[config.mk]
export PLATFORM = sky130hd
export DESIGN_NAME = i2c_master_bit_engine
export DESIGN_NICKNAME = d
export VERILOG_FILES = /design/src/i2cbe_pkg.sv /design/src/i2cbe_fifo.sv /design/src/i2cbe_front.sv /design/src/i2cbe_back.sv /design/src/i2c_master_bit_engine.sv
export SDC_FILE = /design/constraint.sdc
export NUM_CORES = 1
export LEC_CHECK = 0
export BUFFER_PORTS_ARGS = -buffer_cell sky130_fd_sc_hd__buf_2
export CORE_ASPECT_RATIO = 0.75
export CORE_MARGIN = 4
export CORE_UTILIZATION = 35
export CTS_CLUSTER_DIAMETER = 60
export DETAILED_ROUTE_END_ITERATION = 6
export HOLD_SLACK_MARGIN = 0.1
export SKIP_CTS_REPAIR_TIMING = 1
export SLEW_MARGIN = 30
export SYNTH_ARGS = -nofsm -noshare
export SYNTH_HDL_FRONTEND = slang
export SYNTH_SLANG_ARGS = --single-unit
[constraint.sdc]
create_clock -name clk -period 4.45 [get_ports clk]
set_input_delay 0.89 -clock clk [delete_from_list [all_inputs] [get_ports clk]]
set_output_delay 0.89 -clock clk [all_outputs]
set_load 0.01 [all_outputs]
[src/i2cbe_pkg.sv]
// Shared types and constants for the I2C master bit engine.
`default_nettype none

package i2cbe_pkg;

  // Command codes
  localparam logic [2:0] CMD_START = 3'd0;
  localparam logic [2:0] CMD_STOP  = 3'd1;
  localparam logic [2:0] CMD_WRITE = 3'd2;
  localparam logic [2:0] CMD_READ  = 3'd3;
  localparam logic [2:0] CMD_ACK   = 3'd4;
  localparam logic [2:0] CMD_NACK  = 3'd5;
  localparam logic [2:0] CMD_WAIT  = 3'd6;

  localparam int unsigned BITS_PER_BYTE = 8;
  localparam logic [4:0] WRITE_LAST_SLOT = 5'(BITS_PER_BYTE * 3 - 1);
  localparam logic [4:0] READ_LAST_SLOT  = 5'(BITS_PER_BYTE * 3);
  localparam logic [4:0] SLOT_MAX        = 5'd31;
  localparam logic [7:0] TIMEOUT_RESET   = 8'd255;

  // One tick offered on the input side
  typedef struct packed {
    logic       cmd_valid;
    logic [2:0] kind;
    logic [7:0] write_data;
    logic       sda_in;
  } in_item_t;

  // One tick after classification by the front end
  typedef struct packed {
    logic       start_ok;
    logic [2:0] kind;
    logic [7:0] write_data;
    logic       sda_in;
  } cls_item_t;

  // One result per tick
  typedef struct packed {
    logic       scl_out;
    logic       sda_out;
    logic       busy_res;
    logic       done_res;
    logic [7:0] read_data;
    logic       no_ack;
  } out_item_t;

endpackage

`default_nettype wire

[src/i2cbe_fifo.sv]
// Small register-based FIFO used for the tick queue and the result queue.
`default_nettype none

module i2cbe_fifo #(
  parameter int unsigned WIDTH = 13,
  parameter int unsigned DEPTH = 2
) (
  input  wire logic             clk,
  input  wire logic             rst_n,
  input  wire logic             push,
  input  wire logic [WIDTH-1:0] wr_data,
  output logic                  full,
  input  wire logic             pop,
  output logic [WIDTH-1:0]      rd_data,
  output logic                  empty
);

  localparam int unsigned PW = (DEPTH > 1) ? $clog2(DEPTH) : 1;
  localparam int unsigned CW = $clog2(DEPTH + 1);

  logic [WIDTH-1:0] mem_r [DEPTH];
  logic [PW-1:0]    wr_ptr_r, wr_ptr_nxt;
  logic [PW-1:0]    rd_ptr_r, rd_ptr_nxt;
  logic [CW-1:0]    cnt_r, cnt_nxt;
  logic             do_push, do_pop;

  assign full    = (cnt_r == CW'(DEPTH));
  assign empty   = (cnt_r == '0);
  assign rd_data = mem_r[rd_ptr_r];
  assign do_push = push && !full;
  assign do_pop  = pop && !empty;

  // Advance pointers with wrap and track fill level
  always_comb begin
    wr_ptr_nxt = wr_ptr_r;
    rd_ptr_nxt = rd_ptr_r;
    cnt_nxt    = cnt_r;
    if (do_push) begin
      wr_ptr_nxt = (wr_ptr_r == PW'(DEPTH - 1)) ? '0 : wr_ptr_r + 1'b1;
    end
    if (do_pop) begin
      rd_ptr_nxt = (rd_ptr_r == PW'(DEPTH - 1)) ? '0 : rd_ptr_r + 1'b1;
    end
    if (do_push && !do_pop) begin
      cnt_nxt = cnt_r + 1'b1;
    end else if (do_pop && !do_push) begin
      cnt_nxt = cnt_r - 1'b1;
    end
  end

  always_ff @(posedge clk) begin
    if (!rst_n) begin
      wr_ptr_r <= '0;
      rd_ptr_r <= '0;
      cnt_r    <= '0;
    end else begin
      wr_ptr_r <= wr_ptr_nxt;
      rd_ptr_r <= rd_ptr_nxt;
      cnt_r    <= cnt_nxt;
    end
  end

  // Store payload
  always_ff @(posedge clk) begin
    if (do_push) begin
      mem_r[wr_ptr_r] <= wr_data;
    end
  end

endmodule

`default_nettype wire

[src/i2cbe_front.sv]
// Front end: accepts ticks, classifies the offered command and queues the request.
`default_nettype none

module i2cbe_front #(
  parameter int unsigned DEPTH = 2
) (
  input  wire logic                 clk,
  input  wire logic                 rst_n,
  input  wire logic                 push,
  input  wire i2cbe_pkg::in_item_t  in_item,
  output logic                      full,
  input  wire logic                 iq_pop,
  output i2cbe_pkg::cls_item_t      iq_item,
  output logic                      iq_empty
);

  import i2cbe_pkg::*;

  cls_item_t                  cls;
  logic [$bits(cls_item_t)-1:0] rd_vec;

  // Flag requests that carry a meaningful command
  always_comb begin
    cls.start_ok   = in_item.cmd_valid && (in_item.kind <= CMD_WAIT);
    cls.kind       = in_item.kind;
    cls.write_data = in_item.write_data;
    cls.sda_in     = in_item.sda_in;
  end

  i2cbe_fifo #(
    .WIDTH ($bits(cls_item_t)),
    .DEPTH (DEPTH)
  ) u_iq (
    .clk     (clk),
    .rst_n   (rst_n),
    .push    (push),
    .wr_data (cls),
    .full    (full),
    .pop     (iq_pop),
    .rd_data (rd_vec),
    .empty   (iq_empty)
  );

  assign iq_item = cls_item_t'(rd_vec);

endmodule

`default_nettype wire

[src/i2cbe_back.sv]
// Back end: bit sequencer that drives SCL/SDA one slot per queued tick.
`default_nettype none

module i2cbe_back (
  input  wire logic                 clk,
  input  wire logic                 rst_n,
  input  wire logic                 cfg_we,
  input  wire logic [7:0]           cfg_wdata,
  input  wire i2cbe_pkg::cls_item_t iq_item,
  input  wire logic                 iq_empty,
  output logic                      iq_pop,
  input  wire logic                 oq_full,
  output logic                      oq_push,
  output i2cbe_pkg::out_item_t      oq_item
);

  import i2cbe_pkg::*;

  localparam logic [1:0] PH_LOW    = 2'd0;
  localparam logic [1:0] PH_DATA   = 2'd1;
  localparam logic [1:0] PH_HIGH   = 2'd2;

  logic       running_r, running_nxt;
  logic [2:0] active_r, active_nxt;
  logic [4:0] step_r, step_nxt;
  logic [1:0] phase_r, phase_nxt;
  logic [7:0] shift_r, shift_nxt;
  logic [7:0] poll_r, poll_nxt;
  logic       scl_r, scl_nxt;
  logic       sda_r, sda_nxt;
  logic [7:0] rhold_r, rhold_nxt;
  logic       tmo_r, tmo_nxt;
  logic [7:0] limit_r;

  logic       take, run, fin, low_after;
  logic [2:0] cmd;
  logic [4:0] s;
  logic [1:0] ph, ph_adv;
  logic [7:0] sh, poll;
  logic       scl_v, sda_v;

  // Consume a request whenever the result queue has room
  assign iq_pop  = !iq_empty && !oq_full;
  assign oq_push = iq_pop;

  // Sequence one slot
  always_comb begin
    take = !running_r && iq_item.start_ok;
    run  = running_r || take;
    cmd  = take ? iq_item.kind : active_r;
    s    = take ? 5'd0 : step_r;
    ph   = take ? PH_LOW : phase_r;
    poll = take ? 8'd0 : poll_r;
    if (take) begin
      sh = (iq_item.kind == CMD_WRITE) ? iq_item.write_data : 8'd0;
    end else begin
      sh = shift_r;
    end
    ph_adv = (ph == PH_HIGH) ? PH_LOW : ph + 2'd1;

    scl_v      = scl_r;
    sda_v      = sda_r;
    fin        = 1'b0;
    low_after  = 1'b0;
    shift_nxt  = sh;
    poll_nxt   = poll;
    phase_nxt  = ph;
    rhold_nxt  = rhold_r;
    tmo_nxt    = tmo_r;

    if (run) begin
      case (cmd)
        CMD_START: begin
          if (s == 5'd0) begin
            sda_v = 1'b1;
            scl_v = 1'b1;
          end else if (s == 5'd1) begin
            sda_v = 1'b0;
          end else begin
            scl_v = 1'b0;
            fin   = 1'b1;
          end
        end
        CMD_STOP: begin
          if (s == 5'd0) begin
            scl_v = 1'b0;
            sda_v = 1'b0;
          end else if (s == 5'd1) begin
            scl_v = 1'b1;
          end else begin
            sda_v = 1'b1;
            fin   = 1'b1;
          end
        end
        CMD_ACK, CMD_NACK: begin
          if (s == 5'd0) begin
            scl_v = 1'b0;
            sda_v = (cmd == CMD_NACK);
          end else if (s == 5'd1) begin
            scl_v = 1'b1;
          end else begin
            scl_v = 1'b0;
            sda_v = 1'b1;
            fin   = 1'b1;
          end
        end
        CMD_WRITE: begin
          case (ph)
            PH_LOW:  scl_v = 1'b0;
            PH_DATA: begin
              sda_v     = sh[7];
              shift_nxt = {sh[6:0], 1'b0};
            end
            default: scl_v = 1'b1;
          endcase
          phase_nxt = ph_adv;
          if (s >= WRITE_LAST_SLOT) begin
            fin       = 1'b1;
            low_after = 1'b1;
          end
        end
        CMD_READ: begin
          if (s == 5'd0) begin
            sda_v = 1'b1;
          end else begin
            case (ph)
              PH_LOW:  scl_v = 1'b0;
              PH_DATA: scl_v = 1'b1;
              default: shift_nxt = {sh[6:0], iq_item.sda_in};
            endcase
            phase_nxt = ph_adv;
            if (s >= READ_LAST_SLOT) begin
              fin       = 1'b1;
              low_after = 1'b1;
              rhold_nxt = shift_nxt;
            end
          end
        end
        default: begin
          // wait for acknowledge: poll SDA with SCL high
          if (s == 5'd0) begin
            scl_v = 1'b0;
            sda_v = 1'b1;
          end else if (s == 5'd1) begin
            scl_v = 1'b1;
          end else if (iq_item.sda_in && (poll < limit_r)) begin
            poll_nxt = poll + 8'd1;
          end else begin
            scl_v   = 1'b0;
            fin     = 1'b1;
            tmo_nxt = (poll >= limit_r);
          end
        end
      endcase
    end

    // Advance the slot counter; the poll loop holds its slot
    if (!fin && (s < SLOT_MAX) && !((cmd == CMD_WAIT) && (s >= 5'd2))) begin
      step_nxt = s + 5'd1;
    end else begin
      step_nxt = s;
    end
    running_nxt = run && !fin;
    active_nxt  = cmd;
    sda_nxt     = sda_v;
    scl_nxt     = scl_v;
    if (fin) begin
      step_nxt = 5'd0;
      if (low_after) begin
        scl_nxt = 1'b0;
      end
    end

    oq_item.scl_out   = scl_v;
    oq_item.sda_out   = sda_v;
    oq_item.busy_res  = run;
    oq_item.done_res  = fin;
    oq_item.read_data = rhold_nxt;
    oq_item.no_ack    = tmo_nxt;
  end

  // Hold sequencer state between requests
  always_ff @(posedge clk) begin
    if (!rst_n) begin
      running_r <= 1'b0;
      active_r  <= CMD_START;
      step_r    <= 5'd0;
      phase_r   <= PH_LOW;
      shift_r   <= 8'd0;
      poll_r    <= 8'd0;
      scl_r     <= 1'b1;
      sda_r     <= 1'b1;
      rhold_r   <= 8'd0;
      tmo_r     <= 1'b0;
    end else if (iq_pop) begin
      running_r <= running_nxt;
      active_r  <= active_nxt;
      step_r    <= step_nxt;
      phase_r   <= phase_nxt;
      shift_r   <= shift_nxt;
      poll_r    <= poll_nxt;
      scl_r     <= scl_nxt;
      sda_r     <= sda_nxt;
      rhold_r   <= rhold_nxt;
      tmo_r     <= tmo_nxt;
    end
  end

  // Capture the timeout limit
  always_ff @(posedge clk) begin
    if (!rst_n) begin
      limit_r <= TIMEOUT_RESET;
    end else if (cfg_we) begin
      limit_r <= cfg_wdata;
    end
  end

endmodule

`default_nettype wire

[src/i2c_master_bit_engine.sv]
// Top level of the I2C master bit engine: tick queue, sequencer and result queue.
//
//   channel  | ports                         | moves
//   ---------+-------------------------------+------------------------------
//   input    | push, full, in_item           | one third-bit tick request
//   result   | pop, empty, out_item          | pin levels and status per tick
//   config   | cfg_we, cfg_wdata             | ACK timeout limit
//
// One request per clock is sustained while the result queue has room; each request
// passes from the tick queue through the sequencer into the result queue.
// The sequencer is the single loop: it takes a queued request only when the
// result queue has room, so a stalled result side backs up into full.
// Reset (rst_n low, synchronous) empties both queues, idles the sequencer and
// releases SCL and SDA high; the timeout limit returns to 255.
`default_nettype none

module i2c_master_bit_engine #(
  parameter int unsigned IN_Q_DEPTH  = 2,
  parameter int unsigned OUT_Q_DEPTH = 2
) (
  input  wire logic                clk,
  input  wire logic                rst_n,
  input  wire logic                push,
  input  wire i2cbe_pkg::in_item_t in_item,
  output logic                     full,
  input  wire logic                pop,
  output i2cbe_pkg::out_item_t     out_item,
  output logic                     empty,
  input  wire logic                cfg_we,
  input  wire logic [7:0]          cfg_wdata
);

  import i2cbe_pkg::*;

  cls_item_t iq_item;
  logic      iq_empty, iq_pop;
  logic      oq_full, oq_push;
  out_item_t oq_item;
  logic [$bits(out_item_t)-1:0] oq_rd;

  i2cbe_front #(
    .DEPTH (IN_Q_DEPTH)
  ) u_front (
    .clk      (clk),
    .rst_n    (rst_n),
    .push     (push),
    .in_item  (in_item),
    .full     (full),
    .iq_pop   (iq_pop),
    .iq_item  (iq_item),
    .iq_empty (iq_empty)
  );

  i2cbe_back u_back (
    .clk       (clk),
    .rst_n     (rst_n),
    .cfg_we    (cfg_we),
    .cfg_wdata (cfg_wdata),
    .iq_item   (iq_item),
    .iq_empty  (iq_empty),
    .iq_pop    (iq_pop),
    .oq_full   (oq_full),
    .oq_push   (oq_push),
    .oq_item   (oq_item)
  );

  i2cbe_fifo #(
    .WIDTH ($bits(out_item_t)),
    .DEPTH (OUT_Q_DEPTH)
  ) u_oq (
    .clk     (clk),
    .rst_n   (rst_n),
    .push    (oq_push),
    .wr_data (oq_item),
    .full    (oq_full),
    .pop     (pop),
    .rd_data (oq_rd),
    .empty   (empty)
  );

  assign out_item = out_item_t'(oq_rd);

  // Sequencer never advances into a full result queue
  a_no_pop_when_full: assert property (@(posedge clk) disable iff (!rst_n)
    iq_pop |-> !oq_full)
    else $error("sequencer consumed a request while result queue full");

  // Every consumed request yields exactly one result
  a_one_result: assert property (@(posedge clk) disable iff (!rst_n)
    iq_pop |-> oq_push)
    else $error("request consumed without a result");

  // A finishing tick is always a busy tick
  a_done_busy: assert property (@(posedge clk) disable iff (!rst_n)
    (oq_push && oq_item.done_res) |-> oq_item.busy_res)
    else $error("done without busy");

  // Queues come out of reset empty
  a_reset_empty: assert property (@(posedge clk)
    !rst_n |=> (empty && !full))
    else $error("queues not empty after reset");

endmodule

`default_nettype wire
Word-level counts from Yosys, hierarchy flattened
Memories as Yosys holds them, arrays and structs flattened. A register that Yosys moved wholly into a read port is not among the register bits.
Cells that the tools add are included.
Storage, ports and cells
  word-level logic and storage cells: 172
  RAM bits: 52
  memories kept: 2
  register bits after elaboration: 54
Cells by class
  reductions and logical operators: 39
  order comparisons: 7
  multiplexer cells: 84
  add/subtract/negate cells: 11
  equal/unequal tests: 12
Memories
  u_front.u_iq.mem_r: words 2, bits a word 13, read ports 1, clocked after Yosys merged registers in 1, wr ports 1, RTL line i2cbe_fifo.sv:21  | logic [WIDTH-1:0] mem_r [DEPTH];
  u_oq.mem_r: words 2, bits a word 13, read ports 1, clocked after Yosys merged registers in 1, wr ports 1, RTL line i2cbe_fifo.sv:21
Operator list (number)
  $mux W8: 16
  $mux W1: 48
  $logic_and A1 B1 Y1: 16
  $mux W2: 8
  $pmux W8 S2: 1
  $mux W5: 3
  $logic_not A1 Y1: 11
  $ge A5 B5 Y1 const B: 2
  $eq A3 B2 Y1 const B: 3
  $eq A3 B3 Y1 const B: 3
  $add A8 B1 Y8 const B: 1
  $ge A8 B8 Y1: 1
  $lt A8 B8 Y1: 1
  $add A2 B1 Y2 const B: 3
  $eq A2 B2 Y1 const B: 3
  $logic_not A2 Y1: 3
  $pmux W1 S2: 3
  $reduce_or A6 Y1: 1
  $add A5 B1 Y5 const B: 1
  $eq A5 B1 Y1 const B: 1
  $ge A5 B2 Y1 const B: 1
  $logic_not A5 Y1: 1
  $lt A5 B5 Y1 const B: 1
  $pmux W1 S5: 1
  other kinds (14): 20

Logic depth before layout (Yosys ltp)
  depth in word-level cells: 15
  depth in mapped cells: 15
  depth with buffers taken out: 12

Modules after synthesis
From an unflattened synthesis, not the netlist that was laid out.
Second synthesis, totals
  cell total of the unflattened synthesis: 554
  area, all modules: 5509.0 µm²
Modules (own cells, without submodules)
  i2cbe_back: area each 3166.8 µm², cells an instance 422, seq. area each 920.9 µm², times used 1
  i2cbe_fifo: area each 1166.1 µm², cells an instance 65, seq. area each 880.8 µm², times used 2
  i2cbe_front: area each 10.0 µm², cells an instance 2, seq. area each 0.0 µm², times used 1

Worst setup path after synthesis
No wires, ideal clock.
  kind: register -> register
  from: mem u_front.u_iq.mem_r[0][12]
  to: reg u_back.poll_r[5]
  arrival time: 3488 ps
  period minus slack after synthesis: 3610 ps
  data required time: 4328 ps
  cell stages (with the launch flop): 16
  library setup time: 122 ps
  slack: 840 ps
  path through: edfxtp_1 -> mux2_4 -> nand2_1 -> clkbuf_1 -> buf_1 -> clkbuf_1 -> and2_1 -> ha_1 -> a21oi_1 -> o21ai_0 -> a211o_1 -> nor4b_1 -> clkbuf_1 -> nand4_1 -> nand4_1 -> o21ai_0
RTL lines
  start: declaration: RTL line i2cbe_fifo.sv:21
  end signal: assignment: RTL line i2cbe_back.sv:201  | poll_r <= poll_nxt;
  end: declaration: RTL line i2cbe_back.sv:28  | logic [7:0] poll_r, poll_nxt;

==> metrics <==
Worst Path Buf+Inv 1; Achievable Freq 274 MHz; grt total ovfl 0; number of flops mapped to enable cells by yosys 52; CTS H-tree depth 3; total power 0.00366 W; mapped cell area 5560 um2; Leak 2.43 nW; ys async rst share 0%; Die H 117 um; slowest stage cell, crit path dfxtp_1; Antenna Cells 0; worst-margin pin slew 901 ps; Max-slew headroom 40.0%; Routed WL per cell 16.6 um; GP Congestion 0.922; Crit Path Category reg -> reg; Port Buf Inserts 40; r2r endpoint u_oq.mem_r[1][12]$_DFFE_PP_; placeable core region 15400 um2; vias in the first global route 4011; Area Growth Syn to Fin 12.6%; YS warnings 0; number of buffers created by CTS 9; Worst-path clk slew 70 ps; R2R Path Start u_back.running_r$_SDFFE_PN0P_; startpoint types flip-flop; placed cell area 5980 um2; Worst path max stage delay 710 ps; worst hold start u_back.poll_r[1]$_SDFFE_PN0P_; Clock Skew 5.95 ps; final std cells w/o fill 789; #FFs+latches synth 108; largest net degree at the start of global routing 38; CTS sink cnt 108; Clock Latency Late Sink 350 ps; Final Slew Violations 0; initial antenna violation count 0; most used cell, CP nor2_1; reg2reg path depth 11; post-synthesis sequential area ratio 48.2%; I/O pin cnt 41; hpwl dp 9.43 mm; final hold viol count 0; Hold EP u_back.poll_r[1]$_SDFFE_PN0P_; Hold Path Cell Cnt 2; cell family with most CP delay simple AND/OR/NAND/NOR gates; max_cap viols 0; Placed Instances 773; pwr/cell area 585 nW/um2; Peak VDD IR 0.208 mV; Final Critical Period 3650 ps; TritonCTS clock tree yes; layout cells sized above 1 20.2%; Final #Nets 619; Crit. End Element flip-flop; TNS Setup 0 ps; Critical Path RT 4540 ps; post-synthesis cell count 546; clock buffer depth 2; chip width 154 um; worst hold margin 483 ps; crit-path cells inv_2, nand2_1, and2_1, ha_1, nand3_1, or2_2, a21oi_1, nor2_1, a221o_1, a221oi_1, nor2_1; Tcrit/Tclk final 81.9%; final wirelength 13.1 mm; final setup vio count 0; RSZ-0062 raised after global routing no; status finished, final reports clean; Vias 4281; ANT nets after route 0; global-route wire length before repair 21.2 mm; starting density of the core 36.1%; Hold Path Class reg -> reg; cell area after layout 6260 um2; DRC 0; CTS root buf clkbuf_16; Syn Nets 586; R2R Setup Slk 800 ps; Critical Path AT 3730 ps; via density per instance 5.43; # rows 39; post-synth cell types 72; die area 18000 um2; maximum fanout along the worst path 15; drt pass-1 iters 5; top_reg_cell synth dfxtp_1; GRT Overall Usage 14.7%; syn_area_per_cell 10.2 um2; Iter 0 DRT Violations 444
==> through the flow <==
stage,utilization (%),worst slack (ps)
2_1_floorplan,-,840
3_3_place_gp,38.8,1130
3_5_place_dp,38.8,894
4_1_cts,40.6,873
5_1_grt,40.6,566
6_report,40.6,804
==> registers in the layout, indices dropped and copies added, names as in the netlist, 2 cells and up, named ones only <==
register,flops
u_front.u_iq.mem_r,26
u_oq.mem_r,26
u_back.limit_r,8
u_back.poll_r,8
u_back.rhold_r,8
u_back.shift_r,8
u_back.step_r,5
u_back.active_r,3
u_back.phase_r,2
u_front.u_iq.cnt_r,2
u_oq.cnt_r,2
==> synth_stat cells, drive strengths merged, types with 3 or more instances <==
library cell	number	area share, %
a31oi	3	0.34
inv	20	1.3
nor2	28	1.9
o211ai	8	1.1
o21ai	33	3.0
a222oi	7	1.3
and2	18	2.0
nor4	3	0.34
o31ai	4	0.54
ha	14	3.1
nor4b	4	0.85
nor3	9	0.81
a21oi	18	1.6
nand4	8	0.90
o22ai	5	0.56
nor3b	4	0.54
o211a	3	0.54
or2	4	0.45
dfxtp	56	20
nand2	68	4.6
o21ba	7	1.3
mux2	31	6.3
buf	8	0.79
nor2b	12	1.3
a21boi	5	0.67
and3	9	1.1
clkbuf	19	1.3
xnor2	7	1.1
or3	3	0.34
nand2b	4	0.45
nand3	10	0.90
mux2i	17	3.3
o21a	6	0.81
edfxtp	52	28
==> routing by layer <==
layer  GRT usage (%)  share of wire (%)  up-vias
met5               0                  0        -
met4            4.06                1.5        0
met3            3.45                6.8       16
met2            21.2                 41      140
met1            22.1                 51     2042
li1                -                  -     2083
==> power by group <==
part	total, W	switching (W)	internal, W
clock network	0.000762	0.000375	0.000386
registers	0.00150	0.000165	0.00133
logic	0.00140	0.000845	0.000556
total	0.00366	0.00139	0.00228
==> final cells by class <==
cell class | count | area, um2
clock buffer | 10 | 229
clock inverter | 6 | 48.8
fill | 1505 | 9160
inverter | 21 | 78.8
multi-input combinational | 390 | 2700
sequential | 108 | 2680
tap | 205 | 256
timing repair buffer | 49 | 268
==> logic make-up (layout without fill, tap and decap cells) <==
group | count (synthesis) | in the layout | share of synthesized area (%)
xor gates and xnor gates | 9 | 9 | 1.42
buffers and inverters | 48 | 86 | 3.49
DFF | 108 | 108 | 48.2
and+or+nand+nor | 188 | 188 | 17.3
AOI/OAI and AO/OA | 131 | 131 | 16.8
muxes | 48 | 48 | 9.63
adders and majority gates | 14 | 14 | 3.15
==> worst min-delay path, delay by kind of cell (launching register included) <==
family	cells	cell delay [ps]
flip-flops	1	330
AND/OR/NAND/NOR	1	60
AO/OA/AOI/OAI	1	60
==> how the worst max path moves through the flow <==
stage	start	to	slack [ps]	cells after the start
floorplan	u_front.u_iq.mem_r[0][12]$_DFFE_PP_	u_back.poll_r[5]$_SDFFE_PN0P_	840	15
global placement	u_back.running_r$_SDFFE_PN0P_	u_oq.mem_r[0][12]$_DFFE_PP_	1130	11
detailed placement	u_back.running_r$_SDFFE_PN0P_	u_oq.mem_r[1][12]$_DFFE_PP_	890	11
CTS	u_back.running_r$_SDFFE_PN0P_	u_oq.mem_r[1][12]$_DFFE_PP_	870	11
global route	u_back.running_r$_SDFFE_PN0P_	u_back.scl_r$_SDFFE_PN1P_	570	11
finish	u_back.running_r$_SDFFE_PN0P_	u_oq.mem_r[1][12]$_DFFE_PP_	800	11
==> placed cells by master (no fill, tap or decap), types with 5 or more instances in the layout <==
master	n
nor3_1	9
mux2i_1	16
inv_1	19
o21ba_2	7
a21oi_1	18
and3_1	8
nand2_1	68
nand4_1	8
mux2_2	30
nand3_1	10
buf_2	40
nor2_1	26
edfxtp_1	52
clkbuf_16	9
o21ai_0	31
xnor2_1	7
nor2b_1	12
ha_1	14
o211ai_1	8
a21boi_0	5
a222oi_1	7
and2_1	18
dfxtp_1	56
o21a_1	6
buf_4	9
Note: power is estimated with default switching activity, not from simulation.
